`config.mk`:
```
export PLATFORM = sky130hd
export DESIGN_NAME = sha256_message_hasher_top
export DESIGN_NICKNAME = d
export VERILOG_FILES = /design/src/hw/rtl/sha_pkg.sv /design/src/hw/rtl/sha_front.sv /design/src/hw/rtl/sha_core.sv /design/src/hw/rtl/sha256_message_hasher_top.sv
export SDC_FILE = /design/constraint.sdc
export NUM_CORES = 2
export LEC_CHECK = 0
export BUFFER_PORTS_ARGS = -buffer_cell sky130_fd_sc_hd__buf_2
export CAP_MARGIN = 10
export CORE_ASPECT_RATIO = 1.4
export CORE_MARGIN = 4
export CORE_UTILIZATION = 55
export CTS_BUF_LIST = sky130_fd_sc_hd__clkbuf_4 sky130_fd_sc_hd__clkbuf_8
export CTS_CLUSTER_SIZE = 28
export DETAILED_ROUTE_END_ITERATION = 8
export PLACE_DENSITY = 0.74
export SLEW_MARGIN = 20
export SYNTH_ARGS = -nofsm -noshare
export SYNTH_HDL_FRONTEND = slang
export SYNTH_HIERARCHICAL = 1
export SYNTH_SLANG_ARGS = --single-unit
```
`constraint.sdc`:
```
create_clock -name clk -period 27.1 [get_ports clk]
set_input_delay 1.355 -clock clk [delete_from_list [all_inputs] [get_ports clk]]
set_output_delay 1.355 -clock clk [all_outputs]
set_load 0.005 [all_outputs]
```
`src/hw/rtl/sha_pkg.sv`:
```
`timescale 1ns / 1ps
package sha_pkg;

  typedef struct packed {
    logic [7:0] data_byte;
    logic       byte_present;
    logic       end_of_message;
  } sha_in_t;

  typedef struct packed {
    logic [31:0] digest_word;
    logic [2:0]  word_index;
    logic        last_word;
  } sha_out_t;

  // front-to-back command: at most one byte to absorb, optionally closing the message
  typedef struct packed {
    logic [7:0] data_byte;
    logic       byte_present;
    logic       end_of_message;
  } sha_cmd_t;

  typedef enum logic [2:0] {
    ST_IDLE,
    ST_PAD,
    ST_LEN,
    ST_COMP,
    ST_OUT
  } sha_state_t;

  localparam logic [7:0] PAD_MARK = 8'h80;

  localparam logic [31:0] INIT_HASH [8] = '{
    32'h6a09e667, 32'hbb67ae85, 32'h3c6ef372, 32'ha54ff53a,
    32'h510e527f, 32'h9b05688c, 32'h1f83d9ab, 32'h5be0cd19
  };

  localparam logic [31:0] ROUND_K [64] = '{
    32'h428a2f98, 32'h71374491, 32'hb5c0fbcf, 32'he9b5dba5,
    32'h3956c25b, 32'h59f111f1, 32'h923f82a4, 32'hab1c5ed5,
    32'hd807aa98, 32'h12835b01, 32'h243185be, 32'h550c7dc3,
    32'h72be5d74, 32'h80deb1fe, 32'h9bdc06a7, 32'hc19bf174,
    32'he49b69c1, 32'hefbe4786, 32'h0fc19dc6, 32'h240ca1cc,
    32'h2de92c6f, 32'h4a7484aa, 32'h5cb0a9dc, 32'h76f988da,
    32'h983e5152, 32'ha831c66d, 32'hb00327c8, 32'hbf597fc7,
    32'hc6e00bf3, 32'hd5a79147, 32'h06ca6351, 32'h14292967,
    32'h27b70a85, 32'h2e1b2138, 32'h4d2c6dfc, 32'h53380d13,
    32'h650a7354, 32'h766a0abb, 32'h81c2c92e, 32'h92722c85,
    32'ha2bfe8a1, 32'ha81a664b, 32'hc24b8b70, 32'hc76c51a3,
    32'hd192e819, 32'hd6990624, 32'hf40e3585, 32'h106aa070,
    32'h19a4c116, 32'h1e376c08, 32'h2748774c, 32'h34b0bcb5,
    32'h391c0cb3, 32'h4ed8aa4a, 32'h5b9cca4f, 32'h682e6ff3,
    32'h748f82ee, 32'h78a5636f, 32'h84c87814, 32'h8cc70208,
    32'h90befffa, 32'ha4506ceb, 32'hbef9a3f7, 32'hc67178f2
  };

  function automatic logic [31:0] rotr(input logic [31:0] x, input int n);
    rotr = (x >> n) | (x << (32 - n));
  endfunction

endpackage

```
`src/hw/rtl/sha_front.sv`:
```
`timescale 1ns / 1ps
module sha_front
  import sha_pkg::*;
#(
  parameter int QUEUE_DEPTH = 4
) (
  input  logic     clk,
  input  logic     rst_n,
  input  logic     push,
  output logic     full,
  input  sha_in_t  in_item,
  output logic     cmd_valid,
  input  logic     cmd_take,
  output sha_cmd_t cmd
);

  localparam int AW = (QUEUE_DEPTH > 1) ? $clog2(QUEUE_DEPTH) : 1;

  sha_cmd_t         q_r [QUEUE_DEPTH];
  logic [AW-1:0]    wp_r, rp_r;
  logic [AW:0]      cnt_r;
  logic             wr, rd, useful;

  // beats with neither byte nor end carry no work and are dropped here
  assign useful    = in_item.byte_present | in_item.end_of_message;
  assign full      = (cnt_r == (AW+1)'(QUEUE_DEPTH));
  assign wr        = push & ~full & useful;
  assign rd        = cmd_take & cmd_valid;
  assign cmd_valid = (cnt_r != '0);
  assign cmd       = q_r[rp_r];

  always_ff @(posedge clk) begin
    if (wr) begin
      q_r[wp_r] <= '{data_byte: in_item.data_byte, byte_present: in_item.byte_present,
                     end_of_message: in_item.end_of_message};
    end
  end

  always_ff @(posedge clk) begin
    if (!rst_n) begin
      wp_r  <= '0;
      rp_r  <= '0;
      cnt_r <= '0;
    end else begin
      if (wr) wp_r <= (wp_r == AW'(QUEUE_DEPTH - 1)) ? '0 : wp_r + 1'b1;
      if (rd) rp_r <= (rp_r == AW'(QUEUE_DEPTH - 1)) ? '0 : rp_r + 1'b1;
      cnt_r <= cnt_r + (AW+1)'(wr) - (AW+1)'(rd);
    end
  end

endmodule

```
`src/hw/rtl/sha_core.sv`:
```
`timescale 1ns / 1ps
module sha_core
  import sha_pkg::*;
(
  input  logic     clk,
  input  logic     rst_n,
  input  logic     cmd_valid,
  output logic     cmd_take,
  input  sha_cmd_t cmd,
  output logic     out_empty,
  input  logic     out_pop,
  output sha_out_t out_item
);

  sha_state_t   state_r, state_nxt, ret_r;
  logic [31:0]  w_r [16];
  logic [31:0]  h_r [8];
  logic [31:0]  a_r, b_r, c_r, d_r, e_r, f_r, g_r, hh_r;
  logic [63:0]  len_r, len_lat_r;
  logic [5:0]   fill_r;
  logic [5:0]   rnd_r;
  logic [2:0]   lcnt_r, oidx_r;
  logic         ending_r;

  logic         put;
  logic [7:0]   put_byte;
  logic         comp_last, out_last, blk_full;
  logic [31:0]  s0, s1, w_new, big0, big1, ch, mj, t1, t2;

  assign blk_full  = (fill_r == 6'd63);
  assign comp_last = (rnd_r == 6'd63);
  assign out_last  = (oidx_r == 3'd7);

  always_comb begin
    state_nxt = state_r;
    unique case (state_r)
      ST_IDLE: if (cmd_valid) begin
        if (cmd.byte_present && blk_full) state_nxt = ST_COMP;
        else if (cmd.end_of_message) state_nxt = ST_PAD;
      end
      ST_PAD: begin
        if (blk_full) state_nxt = ST_COMP;
        else if (fill_r == 6'd55 || (fill_r == 6'd56 && ret_r == ST_LEN)) state_nxt = ST_LEN;
      end
      ST_LEN: if (blk_full) state_nxt = ST_COMP;
      ST_COMP: if (comp_last) state_nxt = ret_r;
      ST_OUT: if (out_pop && out_last) state_nxt = ST_IDLE;
      default: state_nxt = ST_IDLE;
    endcase
  end

  always_comb begin
    cmd_take = 1'b0;
    put      = 1'b0;
    put_byte = 8'h00;
    unique case (state_r)
      ST_IDLE: begin
        cmd_take = cmd_valid;
        put      = cmd_valid & cmd.byte_present;
        put_byte = cmd.data_byte;
      end
      ST_PAD: begin
        put      = ~(fill_r == 6'd56 && ret_r == ST_LEN);
        put_byte = ending_r ? PAD_MARK : 8'h00;
      end
      ST_LEN: begin
        put      = 1'b1;
        put_byte = len_lat_r[8*(7-lcnt_r) +: 8];
      end
      default: ;
    endcase
  end

  assign out_empty = (state_r != ST_OUT);
  assign out_item  = '{digest_word: h_r[oidx_r], word_index: oidx_r, last_word: out_last};

  // schedule kept as a 16-word shift window
  assign s0    = rotr(w_r[1], 7) ^ rotr(w_r[1], 18) ^ (w_r[1] >> 3);
  assign s1    = rotr(w_r[14], 17) ^ rotr(w_r[14], 19) ^ (w_r[14] >> 10);
  assign w_new = w_r[0] + s0 + w_r[9] + s1;
  assign big1  = rotr(e_r, 6) ^ rotr(e_r, 11) ^ rotr(e_r, 25);
  assign ch    = (e_r & f_r) ^ (~e_r & g_r);
  assign t1    = hh_r + big1 + ch + ROUND_K[rnd_r] + w_r[0];
  assign big0  = rotr(a_r, 2) ^ rotr(a_r, 13) ^ rotr(a_r, 22);
  assign mj    = (a_r & b_r) ^ (a_r & c_r) ^ (b_r & c_r);
  assign t2    = big0 + mj;

  always_ff @(posedge clk) begin
    if (put) begin
      unique case (fill_r[1:0])
        2'd0: w_r[fill_r[5:2]] <= {put_byte, 24'h0};
        2'd1: w_r[fill_r[5:2]][23:16] <= put_byte;
        2'd2: w_r[fill_r[5:2]][15:8] <= put_byte;
        default: w_r[fill_r[5:2]][7:0] <= put_byte;
      endcase
    end else if (state_r == ST_COMP) begin
      for (int i = 0; i < 15; i++) w_r[i] <= w_r[i+1];
      w_r[15] <= w_new;
    end
    if (state_r != ST_COMP && state_nxt == ST_COMP) begin
      a_r <= h_r[0]; b_r <= h_r[1]; c_r <= h_r[2]; d_r <= h_r[3];
      e_r <= h_r[4]; f_r <= h_r[5]; g_r <= h_r[6]; hh_r <= h_r[7];
    end else if (state_r == ST_COMP) begin
      hh_r <= g_r; g_r <= f_r; f_r <= e_r; e_r <= d_r + t1;
      d_r <= c_r; c_r <= b_r; b_r <= a_r; a_r <= t1 + t2;
    end
    if (state_r == ST_IDLE && cmd_valid && cmd.end_of_message) begin
      len_lat_r <= len_r + (cmd.byte_present ? 64'd8 : 64'd0);
    end
  end

  always_ff @(posedge clk) begin
    if (!rst_n) begin
      state_r  <= ST_IDLE;
      ret_r    <= ST_IDLE;
      fill_r   <= '0;
      len_r    <= '0;
      rnd_r    <= '0;
      lcnt_r   <= '0;
      oidx_r   <= '0;
      ending_r <= 1'b0;
      for (int i = 0; i < 8; i++) h_r[i] <= INIT_HASH[i];
    end else begin
      state_r <= state_nxt;
      if (put) fill_r <= fill_r + 1'b1;
      if (state_r == ST_IDLE && cmd_valid) begin
        if (cmd.end_of_message) len_r <= '0;
        else if (cmd.byte_present) len_r <= len_r + 64'd8;
        ending_r <= 1'b1;
        // where to resume after a block compressed mid-command
        ret_r <= cmd.end_of_message ? ST_PAD : ST_IDLE;
      end
      if (state_r == ST_PAD && put) ending_r <= 1'b0;
      if (state_r == ST_PAD && state_nxt == ST_COMP) ret_r <= ST_PAD;
      if (state_r == ST_PAD && state_nxt == ST_LEN) lcnt_r <= '0;
      if (state_r == ST_LEN) begin
        lcnt_r <= lcnt_r + 1'b1;
        if (blk_full) ret_r <= ST_OUT;
      end
      if (state_r == ST_COMP) begin
        rnd_r <= rnd_r + 1'b1;
        if (comp_last) begin
          h_r[0] <= h_r[0] + t1 + t2; h_r[1] <= h_r[1] + a_r;
          h_r[2] <= h_r[2] + b_r;     h_r[3] <= h_r[3] + c_r;
          h_r[4] <= h_r[4] + d_r + t1; h_r[5] <= h_r[5] + e_r;
          h_r[6] <= h_r[6] + f_r;     h_r[7] <= h_r[7] + g_r;
        end
      end else begin
        rnd_r <= '0;
      end
      if (state_r == ST_OUT && out_pop) begin
        oidx_r <= oidx_r + 1'b1;
        if (out_last) begin
          for (int i = 0; i < 8; i++) h_r[i] <= INIT_HASH[i];
          fill_r <= '0;
        end
      end
    end
  end

endmodule

```
`src/hw/rtl/sha256_message_hasher_top.sv`:
```
`timescale 1ns / 1ps
// SHA-256 hasher taking one message byte per beat; an end mark (with or without
// a byte) pads the message and yields eight digest beats H0..H7, after which
// the hash restarts. Every 64th byte starts a compression on the single round
// unit, during which bytes queue in the front FIFO (QUEUE_DEPTH entries).
// Padding writes the pad and length bytes one at a time and needs one or two
// compressions; digest beats leave one per pop.
module sha256_message_hasher_top
  import sha_pkg::*;
#(
  parameter int QUEUE_DEPTH = 4
) (
  input  logic     clk,
  input  logic     rst_n,
  input  logic     push,
  output logic     full,
  input  sha_in_t  in_item,
  output logic     empty,
  input  logic     pop,
  output sha_out_t out_item
);

  logic     cmd_valid, cmd_take;
  sha_cmd_t cmd;

  sha_front #(.QUEUE_DEPTH(QUEUE_DEPTH)) u_front (
    .clk(clk), .rst_n(rst_n), .push(push), .full(full), .in_item(in_item),
    .cmd_valid(cmd_valid), .cmd_take(cmd_take), .cmd(cmd)
  );

  sha_core u_core (
    .clk(clk), .rst_n(rst_n), .cmd_valid(cmd_valid), .cmd_take(cmd_take), .cmd(cmd),
    .out_empty(empty), .out_pop(pop), .out_item(out_item)
  );

endmodule

```
==> impl_metrics.csv <==
group,metric,value,unit
power,clockPowerShare,20.5,%
power,power_density,96.0,nW/um^2
clock_network,clkSinkCount,1223,
layout,area_delta_synth_final,7.44,%
clock_network,path_clk_slew,60,ps
timing,min_period,10000,ps
place,hpwlAfterDp,197,mm
power,switching_share,41.3,%
drt,routed_via_density,6.27,
timing,hold_violations,0,
timing,slew_headroom,23.0,%
power,total_power,8.33,mW
outcome,status,"finished clean",
setup_path,crit_required,27940,ps
setup_path,slowest_delay,740,ps
clock_network,cts_resized,0,
floorplanning,floorplan.core_area,146000,sq um
setup_path,end_kind,"flop",
setup_path,critPathSlowestCell,"dfxtp_1",
synth,yosysWarnings,6,
clock_network,htree_num_levels,4,
layout,final_layout_size_suffix_gt1_share,9.15,%
synth,synth.avg_cell_area,10.2,sq um
synth,seq_area_frac_synth,42.7,%
synth,synth_seq_cells,1223,
timing,setup_viol_count_final,0,
clock_network,cts_tree,"built",
drt,ant_nets,0,
place,place_ws,17230,ps
floorplanning,die_w,332,um
drt,drc,0,
global_routing,grt-ovfl-total,0,
clock_network,ctsHoldBuffers,0,
synth,ys_async_sr_fraction,0,%
global_routing,grt_antenna_before_repair,14,
setup_path,arrival,10830,ps
synth,yosys.area.top_type_share,37.1,%
synth,synth.distinct_cells,117,
setup_path,startpoint_type,"flop",
drt,drtIter0Drc,5707,
drt,vias,62200,
min_path,hold_class,"flop to flop",
clock_network,cts_buffers,192,
synth,yosys-top-cells-area,"edfxtp_1 (37%), ha_1 (6.8%), a21o_1 (6.5%)",
floorplanning,initial_core_util,55.3,%
timing,finalCritPeriodShare,36.9,%
floorplanning,dieArea,153000,sq um
global_routing,grt_max_degree,172,
timing,slew_viol_final,0,
layout,fill_cells,12100,
timing,rsz0062_at_grt,"false",
clock_network,clockRootBuffer,"clkbuf_8",
synth,synth_nets,8590,
timing,fmax,0.100,GHz
power,power_frac_comb,51.4,%
synth,syn_inst,7910,
synth,synth_enable_flop_cells,997,
timing,fin_tns_setup,0,ps
drt,dr.pass1.iters,8,
flow_run,drv_cap,0,
drt,routed_wl,263,mm
clock_network,cts_setup_buffers,0,
power,intPower,4.89,mW
timing,timing.hold.ws,493,ps
global_routing,grt_pass1_vias,62200,
power,p_switching,3.44,mW
setup_path,crit_fanout,20,
power,p_seq_share,28.0,%
global_routing,grt_pass1_wl,390,mm
clock_network,clk_latency,980,ps
synth,syn_area,80800,sq um
setup_path,critical_path_class,"flop to flop",
setup_path,worstPathBufferInverterCount,6,
global_routing,track_usage,33.8,%
setup_path,cp_top_family,"adder cells",
layout,num-nets-final,8502,
synth,synth-main-ff-cell,"edfxtp_1",
clock_network,clockBufferDepth,3,
drt,wire_per_inst,26.5,um
floorplanning,die_y,462,um
power,power.leakage,37.3,nW
place,place_congestion,1.04,
setup_path,cp_common_cell,"inv_1",
timing,fin_skew,66.2,ps
power,irDropWorstVdd,0.0782,mV
timing,max_slew.worst_pin.slew,1150,ps
floorplanning,core.rowCount,166,
place,io_buffers,51,
floorplanning,design.portCount,52,
synth,synth_top_area_cell,"edfxtp_1",
timing,fin_ws,17100,ps
-- metal layers --
layer	vias to the layer above	GRT usage, %	routed length, um
met5	-	0	69
met4	10	26.2	23900
met3	949	6.10	18600
met2	2882	58.5	129000
met1	30400	36.9	91300
li1	28000	-	-
-- cells in the mapped netlist (57+ instances only) --
cell      number
clkbuf_1     363
xor2_1       240
a21oi_1      448
o211ai_1      58
nand2b_1      65
a21o_1       700
nand4_1       57
nor2b_1       61
nor2_1       444
ha_1         438
dfxtp_1      226
nor3_1        86
xnor2_1      466
nand3_1      113
fa_1         228
inv_1        425
mux4_2        97
and3_1        62
o21a_1        78
edfxtp_1     997
o21ai_0      355
nand2_1     1128
-- power groups by stage --
stage	clock network, mW	logic [mW]	registers (mW)
after floorplan	0	3.17	2.32
after CTS	1.74	4.21	2.34
final	1.71	4.28	2.33
after global placement	0	4.10	2.37
after detailed placement	0	4.18	2.38
after global routing	1.82	4.70	2.34
-- cell families (layout without fill, tap and decap cells) --
family,after synthesis,after routing,share of synthesized area (%)
simple gates,2201,2201,12.1
compound gates,2053,2053,16.9
flops,1223,1223,42.7
buf+inv,846,921,4.02
xor+xnor,707,707,7.68
fa+ha+maj,697,697,12.8
mux,183,183,3.86
other cells,0,13,0
-- tightest hold or removal path: stages (launching register included) --
cell and delay (ps):
dfxtp_1 330, nand2_1 60, a21oi_1 50
-- cell usage in the layout (no fill, tap or decap), types with 30 or more instances in the layout --
cell      netlist  routed
edfxtp_1      997     997
clkinv_1        0      35
fa_1          228     228
o21ai_1        45      77
clkbuf_4        0      64
xor2_1        240     240
nand4_1        57      57
dfxtp_1       226     221
a211oi_1       48      46
buf_2          29      51
maj3_1         31      31
mux4_2         97      97
mux2i_1        30      30
ha_1          438     438
clkbuf_8        0     205
nand2b_1       65      64
xnor2_1       466     466
inv_1         425     423
o211ai_1       58      58
a21o_1        700     699
nor2b_1        61      61
nand3_1       113     113
a31oi_1        55      55
nor2_1        444     440
nand2_1      1128    1127
o21bai_1       46      46
buf_4           5      85
and3_1         62      62
a21oi_1       448     446
and2_1         36      37
o21a_1         78      77
o21ai_0       355     315
nor3_1         86      85
mux2_2         56      56
or3_1          41      41
-- final timing paths --
check / startpoint / endpoint / slack, ps / cells after the start
max: u_core/rnd_r[0] / u_core/h_r[4][31] / 17100 / 35
min: u_core/h_r[4][7] / u_core/h_r[4][7] / 490 / 2
max reg2reg: u_core/rnd_r[0] / u_core/h_r[4][31] / 17100 / 35
min reg2reg: u_core/h_r[4][7] / u_core/h_r[4][7] / 490 / 2
-- registers in the layout, indices dropped and copies added (netlist names), 2 cells and up, named ones only --
| register | flops |
|---|---|
| u_core/w_r | 512 |
| u_core/h_r | 256 |
| u_core/len_lat_r | 61 |
| u_core/len_r | 61 |
| u_front/q_r | 40 |
| u_core/a_r | 32 |
| u_core/b_r | 32 |
| u_core/c_r | 32 |
| u_core/d_r | 32 |
| u_core/e_r | 32 |
| u_core/f_r | 32 |
| u_core/g_r | 32 |
| u_core/hh_r | 32 |
| u_core/fill_r | 6 |
| u_core/rnd_r | 6 |
| u_core/lcnt_r | 3 |
| u_core/oidx_r | 3 |
| u_core/ret_r | 3 |
| u_core/state_r | 3 |
| u_front/cnt_r | 3 |
| u_front/rp_r | 2 |
| u_front/wp_r | 2 |
-- layout make-up --
| type | instances | area (sq um) | share of cell area [%] |
|---|---|---|---|
| antenna | 13 | 32.5 | 0.0375 |
| clock buffer | 269 | 3300 | 3.80 |
| clock inverter | 88 | 823 | 0.948 |
| inverter | 425 | 1600 | 1.84 |
| multi-input combinational | 5841 | 43200 | 49.8 |
| sequential | 1223 | 34500 | 39.7 |
| tap | 1932 | 2420 | 2.78 |
| timing repair buffer | 139 | 953 | 1.10 |
-- through the flow --
stage               utilization [%]  area, sq um  std cells
global route                   59.4        86800       9920
CTS                            59.4        86800       9917
detailed placement             56.6        82700       9560
global placement               56.6        82700       9560
floorplan                         -        80800       7910
finish                         59.5        86800       9930
Power figures use the tool's default switching activity.
